### src/hw/rtl/ccp_pkg.sv
package ccp_pkg;

    // default configuration
    localparam int CCP_ITERATIONS   = 16;
    localparam int CCP_DATA_WIDTH   = 16;
    localparam int CCP_MAX_ITER     = 16;

    // q3.x format: integer bits above the fraction
    localparam int CCP_INT_BITS     = 3;

    // headroom of the x/y datapath over the input width
    localparam int CCP_GUARD_BITS   = 3;

    // 1/1.64676025786545 as a q0.30 constant
    localparam int CCP_GAIN_SHIFT   = 30;
    localparam logic [CCP_GAIN_SHIFT-1:0] CCP_INV_GAIN = 30'd652032874;

    // pipeline stages besides the micro-rotations: pre-rotation, multiply, output
    localparam int CCP_FIXED_STAGES = 3;

    localparam real CCP_HALF_PI = 1.5707963267948966;

    // atan(2^-idx) in radians
    function automatic real atan_real(input int idx);
        real v;
        unique case (idx)
            0:       v = 0.785398163397448309616;
            1:       v = 0.463647609000806116214;
            2:       v = 0.244978663126864154172;
            3:       v = 0.124354994546761435031;
            4:       v = 0.062418809995957348474;
            5:       v = 0.031239833430268276254;
            6:       v = 0.015623728620476830803;
            7:       v = 0.007812341060101111296;
            8:       v = 0.003906230131966971828;
            9:       v = 0.001953122516478818685;
            10:      v = 0.000976562189559319430;
            11:      v = 0.000488281211194898;
            12:      v = 0.000244140620149361;
            13:      v = 0.000122070311893670;
            14:      v = 0.0000610351561742087;
            15:      v = 0.0000305175781155261;
            default: v = 0.0;
        endcase
        return v;
    endfunction

    // positive real rounded to nearest at frac_bits fraction bits
    function automatic int to_fixed(input real v, input int frac_bits);
        return $rtoi(v * (2.0 ** frac_bits) + 0.5);
    endfunction

endpackage

### src/hw/rtl/cordic_cartesian_to_polar.sv
// cartesian to polar converter, cordic vectoring mode
//
// command channel: present i_coord_x / i_coord_y with start high; the item is
// taken at the rising edge where start is high and busy is low. busy is only
// high while i_rst_n is low, so outside reset an item can be taken every cycle.
//
// result channel: o_valid marks the single cycle in which o_radius and o_angle
// hold the result; the receiver takes it at the edge that ends that cycle and
// cannot hold it off. results leave in the order the items came in.
//
// an item passes from the accepting edge through the pre-rotation register, one
// register per micro-rotation, the gain multiplier, then rounding and saturation,
// into the o_valid cycle. throughput is one item per clock outside reset, set by
// the fully unrolled micro-rotation pipeline.
//
// synchronous reset clears every valid bit, so items still in flight are
// dropped and o_valid stays low until new items come out. all values are
// signed q3.(DATA_WIDTH-3); radius and angle saturate to the format range.
module cordic_cartesian_to_polar
    import ccp_pkg::*;
#(
    parameter int ITERATIONS = CCP_ITERATIONS,
    parameter int DATA_WIDTH = CCP_DATA_WIDTH
) (
    input  logic                         i_clk,
    input  logic                         i_rst_n,
    input  logic                         start,
    output logic                         busy,
    input  logic signed [DATA_WIDTH-1:0] i_coord_x,
    input  logic signed [DATA_WIDTH-1:0] i_coord_y,
    output logic                         o_valid,
    output logic signed [DATA_WIDTH-1:0] o_radius,
    output logic signed [DATA_WIDTH-1:0] o_angle
);

    localparam int DW = DATA_WIDTH;
    localparam int FB = DW - CCP_INT_BITS;
    // x/y width: cordic gain times sqrt(2) stays below 4x the input range
    localparam int IW = DW + CCP_GUARD_BITS;
    // angle accumulator: one bit more than the output, sum stays below pi+0.2
    localparam int AW = DW + 1;
    // final x is never negative and below 2^(DW+1)
    localparam int MW = DW + 1;
    localparam int PW = MW + CCP_GAIN_SHIFT;
    localparam int RW = PW + 1 - CCP_GAIN_SHIFT;

    localparam logic signed [AW-1:0] HALF_PI = AW'(to_fixed(CCP_HALF_PI, FB));
    localparam logic [PW:0]   ROUND_HALF = (PW+1)'(1) << (CCP_GAIN_SHIFT - 1);
    localparam logic [RW-1:0] RAD_MAX    = (RW)'({(DW-1){1'b1}});
    localparam logic signed [DW-1:0] ANG_MAX = {1'b0, {(DW-1){1'b1}}};
    localparam logic signed [DW-1:0] ANG_MIN = {1'b1, {(DW-1){1'b0}}};

    logic accept;

    // reset blocks new items; otherwise the pipeline never stalls
    assign busy   = !i_rst_n;
    assign accept = start && !busy;

    // ---------------- stage 0: quadrant pre-rotation ----------------
    logic                 r_v0;
    logic signed [IW-1:0] r_x0, n_x0;
    logic signed [IW-1:0] r_y0, n_y0;
    logic signed [AW-1:0] r_z0, n_z0;
    logic signed [IW-1:0] ext_x, ext_y;

    assign ext_x = {{CCP_GUARD_BITS{i_coord_x[DW-1]}}, i_coord_x};
    assign ext_y = {{CCP_GUARD_BITS{i_coord_y[DW-1]}}, i_coord_y};

    // left half plane: turn by -90 deg when y > 0, else by +90 deg
    // (a negative x on the axis takes the -pi/2 branch)
    always_comb begin
        if (ext_x < 0) begin
            if (ext_y > 0) begin
                n_x0 = ext_y;
                n_y0 = -ext_x;
                n_z0 = HALF_PI;
            end else begin
                n_x0 = -ext_y;
                n_y0 = ext_x;
                n_z0 = -HALF_PI;
            end
        end else begin
            n_x0 = ext_x;
            n_y0 = ext_y;
            n_z0 = '0;
        end
    end

    always_ff @(posedge i_clk) begin
        if (!i_rst_n) begin
            r_v0 <= 1'b0;
        end else begin
            r_v0 <= accept;
        end
    end

    always_ff @(posedge i_clk) begin
        r_x0 <= n_x0;
        r_y0 <= n_y0;
        r_z0 <= n_z0;
    end

    // ---------------- micro-rotation pipeline ----------------
    logic                 w_v [0:ITERATIONS];
    logic signed [IW-1:0] w_x [0:ITERATIONS];
    logic signed [IW-1:0] w_y [0:ITERATIONS];
    logic signed [AW-1:0] w_z [0:ITERATIONS];

    assign w_v[0] = r_v0;
    assign w_x[0] = r_x0;
    assign w_y[0] = r_y0;
    assign w_z[0] = r_z0;

    for (genvar k = 0; k < ITERATIONS; k++) begin : g_iter
        // each stage adds or takes off atan(2^-k), rounded at FB fraction bits
        ccp_iter #(
            .IW    (IW),
            .AW    (AW),
            .SHIFT (k),
            .ATAN  (AW'(to_fixed(atan_real(k), FB)))
        ) u_iter (
            .i_clk   (i_clk),
            .i_rst_n (i_rst_n),
            .i_valid (w_v[k]),
            .i_x     (w_x[k]),
            .i_y     (w_y[k]),
            .i_z     (w_z[k]),
            .o_valid (w_v[k+1]),
            .o_x     (w_x[k+1]),
            .o_y     (w_y[k+1]),
            .o_z     (w_z[k+1])
        );
    end

    // ---------------- gain correction multiply ----------------
    logic                 r_v_m;
    logic [PW-1:0]        r_prod;
    logic signed [AW-1:0] r_z_m;
    logic [MW-1:0]        x_mag;

    // x only grows from a non-negative start, so the low bits are its magnitude
    assign x_mag = w_x[ITERATIONS][MW-1:0];

    always_ff @(posedge i_clk) begin
        if (!i_rst_n) begin
            r_v_m <= 1'b0;
        end else begin
            r_v_m <= w_v[ITERATIONS];
        end
    end

    always_ff @(posedge i_clk) begin
        r_prod <= PW'(x_mag) * PW'(CCP_INV_GAIN);
        r_z_m  <= w_z[ITERATIONS];
    end

    // ---------------- rounding and saturation ----------------
    logic                 r_valid;
    logic signed [DW-1:0] r_radius, n_radius;
    logic signed [DW-1:0] r_angle, n_angle;
    logic [PW:0]          rounded;
    logic [RW-1:0]        rad_full;

    // round to nearest, ties up
    assign rounded  = {1'b0, r_prod} + ROUND_HALF;
    assign rad_full = rounded[PW:CCP_GAIN_SHIFT];

    always_comb begin
        if (rad_full > RAD_MAX) begin
            n_radius = ANG_MAX;
        end else begin
            n_radius = rad_full[DW-1:0];
        end
        // top two accumulator bits differ only on overflow
        if (r_z_m[AW-1] != r_z_m[AW-2]) begin
            n_angle = r_z_m[AW-1] ? ANG_MIN : ANG_MAX;
        end else begin
            n_angle = r_z_m[DW-1:0];
        end
    end

    always_ff @(posedge i_clk) begin
        if (!i_rst_n) begin
            r_valid <= 1'b0;
        end else begin
            r_valid <= r_v_m;
        end
    end

    always_ff @(posedge i_clk) begin
        r_radius <= n_radius;
        r_angle  <= n_angle;
    end

    assign o_valid  = r_valid;
    assign o_radius = r_radius;
    assign o_angle  = r_angle;

endmodule

### src/hw/rtl/ccp_iter.sv
module ccp_iter
    import ccp_pkg::*;
#(
    parameter int IW = CCP_DATA_WIDTH + CCP_GUARD_BITS,
    parameter int AW = CCP_DATA_WIDTH + 1,
    parameter int SHIFT = 0,
    parameter logic signed [AW-1:0] ATAN = '0
) (
    input  logic                 i_clk,
    input  logic                 i_rst_n,
    input  logic                 i_valid,
    input  logic signed [IW-1:0] i_x,
    input  logic signed [IW-1:0] i_y,
    input  logic signed [AW-1:0] i_z,
    output logic                 o_valid,
    output logic signed [IW-1:0] o_x,
    output logic signed [IW-1:0] o_y,
    output logic signed [AW-1:0] o_z
);

    logic                 r_valid;
    logic signed [IW-1:0] r_x, n_x;
    logic signed [IW-1:0] r_y, n_y;
    logic signed [AW-1:0] r_z, n_z;
    logic signed [IW-1:0] xs, ys;

    // arithmetic shifts round toward minus infinity
    assign xs = i_x >>> SHIFT;
    assign ys = i_y >>> SHIFT;

    // y of zero turns the same way as a negative y
    always_comb begin
        if (i_y > 0) begin
            n_x = i_x + ys;
            n_y = i_y - xs;
            n_z = i_z + ATAN;
        end else begin
            n_x = i_x - ys;
            n_y = i_y + xs;
            n_z = i_z - ATAN;
        end
    end

    always_ff @(posedge i_clk) begin
        if (!i_rst_n) begin
            r_valid <= 1'b0;
        end else begin
            r_valid <= i_valid;
        end
    end

    always_ff @(posedge i_clk) begin
        r_x <= n_x;
        r_y <= n_y;
        r_z <= n_z;
    end

    assign o_valid = r_valid;
    assign o_x     = r_x;
    assign o_y     = r_y;
    assign o_z     = r_z;

endmodule

### config.mk
export PLATFORM = sky130hd
export DESIGN_NAME = cordic_cartesian_to_polar
export DESIGN_NICKNAME = d
export VERILOG_FILES = /design/src/hw/rtl/ccp_pkg.sv /design/src/hw/rtl/cordic_cartesian_to_polar.sv /design/src/hw/rtl/ccp_iter.sv
export SDC_FILE = /design/constraint.sdc
export NUM_CORES = 2
export LEC_CHECK = 0
export BUFFER_PORTS_ARGS = -buffer_cell sky130_fd_sc_hd__buf_2
export CAP_MARGIN = 20
export CORE_MARGIN = 3
export CORE_UTILIZATION = 40
export CTS_BUF_LIST = sky130_fd_sc_hd__clkbuf_4
export CTS_CLUSTER_DIAMETER = 120
export DETAILED_ROUTE_END_ITERATION = 10
export GPL_ROUTABILITY_DRIVEN = 0
export SLEW_MARGIN = 10
export SYNTH_ARGS = -nofsm -noshare
export SYNTH_HDL_FRONTEND = slang
export SYNTH_SLANG_ARGS = --single-unit
export TNS_END_PERCENT = 50
### constraint.sdc
create_clock -name i_clk -period 8.8 [get_ports i_clk]
set_clock_uncertainty 0.05 [all_clocks]
set_input_delay 0.44 -clock i_clk [delete_from_list [all_inputs] [get_ports i_clk]]
set_output_delay 0.44 -clock i_clk [all_outputs]
set_load 0.01 [all_outputs]
==> results.md <==
* Worst Setup EP: r_prod[46]$_DFF_P_
* Hold crit path type: input pin to register
* Final setup violating endpoints at 0
* Clock latency on the worst-skew pair at 1280 ps
* Die width at 417 um
* Area of the multi-input gates at 45,000 um^2
* Worst-case clock buffer depth at 3
* DIE AREA at 174,000 um^2
* Placed instance area at 70,600 um^2
* Dpl ws at 1440 ps
* Fin crit share at 83.4%
* Sequential-to-total area share from yosys stat at 28.5%
* Final TNS setup at 0 ps
* Top cell type's share of synthesized area at 28.5%
* Slew Viols, Final at 0
* Mean post-synth cell area at 8.88 um^2
* Critical path's largest stage delay at 680 ps
* Number of global-route vias before repair at 53,496
* CTS tree: yes
* Worst slew pin tran at 1130 ps
* DR DRC count at 0
* Fin. Hold Viols at 0
* Total gr overflow at 0
* Ys async rst share at 0%
* Cts repair resizes at 0
* Reg2reg start: g_iter[15].u_iter.o_x[15]$_DFF_P_
* Reg2reg end: r_prod[46]$_DFF_P_
* Port-buffer cells at 68
* Share of cells above drive strength 1 at 6.39%
* Startpoint types: register
* Largest area contributor in the netlist: dfxtp_1
* H-tree levels at 4
* Worst Path Required at 9940 ps
* Gate Count Post-Synth at 7,626
* Top cell types by occurrence after synthesis: dfxtp_1, ha_1, inv_1
* Slowest stage cell on the critical path: fa_1
* Met3 usage at 3.99%
* CTS sink cnt at 964
* Register area at 19,300 um^2
* Synthesis-to-finish area growth at 10.8%
* Number of synthesized flops with an enable pin at 0
* Ys flop type: dfxtp_1
* First-pass GRT wire length at 275 mm
* Achievable Freq at 136 MHz
* Pre-antenna DRT Iters at 6
* Worst slew margin at 23.6%
* DPL Wire Length at 137 mm
* Tmin final at 7340 ps
* Largest cells by area after synthesis: dfxtp_1, ha_1, xnor2_1
* Grt met2 use at 32.5%
* Most common cell in the netlist: dfxtp_1
* FILL cells at 16,259
* Largest net degree at the start of global routing at 67
* Critical path type: register to register
* Drt wl/cell at 16.4 um
* Max FO, Critical Path at 10
* Tot GR Track Use at 19.3%
* Post-route cell area at 75,000 um^2
* Core Area at 168,000 um^2
* Grt met1 use at 24.5%
* Cell Chain, Critical Path: ha_1 > inv_1 > fa_1 > inv_1 > fa_1 > fa_1 > fa_1 > inv_1 > fa_1 > inv_1 > ha_1 > a21oi_1 > nor2b_1 > o41ai_1 > nor3_1 > nor4_1 > o31ai_1 > a31oi_1 > o31a_1 > o211ai_1 > a21oi_1 > xnor2_1
* Ports at 69
* Root buffer cell: clkbuf_4
* Final ANT Viol Nets at 0
* FP Rows at 150
* Critical path arrival at 8480 ps
* Synth Cell Area at 67,700 um^2
* Critical path depth at 22
* Clk slew on worst S/H paths at 80 ps
* Final wirelength at 170 mm
* Most frequent CP cell: fa_1
* Synth unique cells at 73
* CP endpoint kind: register
* RSZ-0062 raised after global routing: false
* Top Usage Layer GRT: met2
* 1st-iter DRT viols at 3,273
* Antenna violations before repair at 4
* Via count at 53,574
* Die Y-Extent at 417 um
* Final WS setup at 1460 ps
* R2R setup slack at 1460 ps
* Seq cells post-synth at 964
* Status: finished, final reports clean
* Crit path from: g_iter[15].u_iter.o_x[15]$_DFF_P_
* Worst Reg-to-Reg Cells at 22
* Final std cells w/o fill at 10,393
* Starting Density at 40.4%
* Crit-path leading delay family: adder cells
* Max-cap violations at 0
* Num CTS Buffers at 240
* Worst Path Buf+Inv at 4
* Drt via density at 5.15
* Final #Nets at 9,221
* Synth Warn # at 0
* Placed instance count at 9,817
[state kept, by name (all words and copies together), names as in the netlist, 18 cells and up]
signal             count
g_iter.u_iter.o_x    300
g_iter.u_iter.o_y    284
g_iter.u_iter.o_z    254
r_x0                  19
r_y0                  19
r_prod                18
[placed cells by master, fill, tap and decap left out, types with 22 or more instances in the layout]
master         synthesis  routed
a211oi_1              30      30
a21boi_0              53      53
a21o_1               170     170
a21oi_1              589     587
a31o_2                26      26
a31oi_1               57      56
and2_1                37      37
and3_1                72      72
buf_2                  3      68
clkbuf_4               0     327
clkinv_1               2      71
clkinv_2               0      22
dfxtp_1              964     964
dlygate4sd3_1          0     130
fa_1                 237     237
ha_1                 963     963
inv_1                813     813
mux2i_1               31      31
nand2_1              399     399
nand2b_1              47      47
nand3_1              148     148
nand4_1               25      25
nor2_1               568     568
nor2b_1              111     110
nor3_1               225     225
nor4_1                48      48
o2111ai_1             37      37
o211ai_1              33      33
o21a_1                58      58
o21ai_0              370     370
o21bai_1             150     149
o31ai_1               60      60
o41ai_1               33      33
or2_2                 26      26
or3_1                 60      60
or4_1                 26      26
xnor2_1              655     655
xor2_1               273     273
[logic make-up (layout without fill, tap and decap cells)]
family,after synthesis,in the layout,synth area share (%)
AND/OR/NAND/NOR,1841,1841,13.0
AO/OA/AOI/OAI,1740,1740,16.0
adder cells (fa/ha/maj),1200,1200,24.8
flip-flops,964,964,28.5
XOR/XNOR,929,929,12.0
buffers and inverters,916,1468,5.12
multiplexers,35,35,0.525
other,1,12,0.00554
[layout make-up]
cell class / count / share of cell area [%]
multi-input cells: 5748 / 60.0
flip-flops and latches: 964 / 25.7
inverters: 818 / 4.11
well taps: 2204 / 3.68
clock buffers: 327 / 3.27
repair buffers: 214 / 2.37
clock inverters: 109 / 0.849
diodes: 9 / 0.0300
[worst reg2reg max path, delay by kind of cell, from the launching register on]
kind                     cells  cell delay [ps]
buffers and inverters        4              310
AO/OA/AOI/OAI                7             1970
AND/OR/NAND/NOR              3              800
adder cells (fa/ha/maj)      7             3410
XOR/XNOR                     1              130
flip-flops                   1              640
[worst min-delay path by stage]
stage	from	endpoint	slack (ps)	cells after the start
2_1_floorplan	g_iter[9].u_iter.o_z[1]$_DFF_P_	g_iter[10].u_iter.o_z[1]$_DFF_P_	260	0
3_3_place_gp	g_iter[13].u_iter.o_z[11]$_DFF_P_	g_iter[14].u_iter.o_z[11]$_DFF_P_	260	0
3_5_place_dp	g_iter[14].u_iter.o_z[8]$_DFF_P_	g_iter[15].u_iter.o_z[8]$_DFF_P_	260	0
4_1_cts	i_coord_y[10]	r_x0[17]$_SDFF_PN0_	10	4
5_1_grt	i_coord_y[10]	r_x0[17]$_SDFF_PN0_	130	4
6_report	i_coord_y[10]	r_x0[17]$_SDFF_PN0_	230	4
[layer usage]
layer,up-vias,part of all wire [%]
met1,24898,45
met4,0,2.9
met3,305,5.7
li1,27146,-
met5,-,0
met2,1225,46
[what timing repair did]
| action | CTS | global route |
|---|---|---|
| hold buffers | 130 | 0 |
| endpoints found under the setup margin | 0 | 0 |
| endpoints found under the hold margin | 58 | 0 |
| setup buffers | 0 | 0 |
[through the flow]
| stage | utilization (%) | hold WS [ps] |
|---|---|---|
| after floorplan | - | 260 |
| after global placement | 42.1 | 262 |
| after detailed placement | 42.1 | 262 |
| after CTS | 44.7 | 10.4 |
| after global routing | 44.7 | 128 |
| final | 44.7 | 225 |
Power is left out: the tool's default activity adds up to more than one toggle a clock period on the data nets, which glitch-free logic cannot reach.
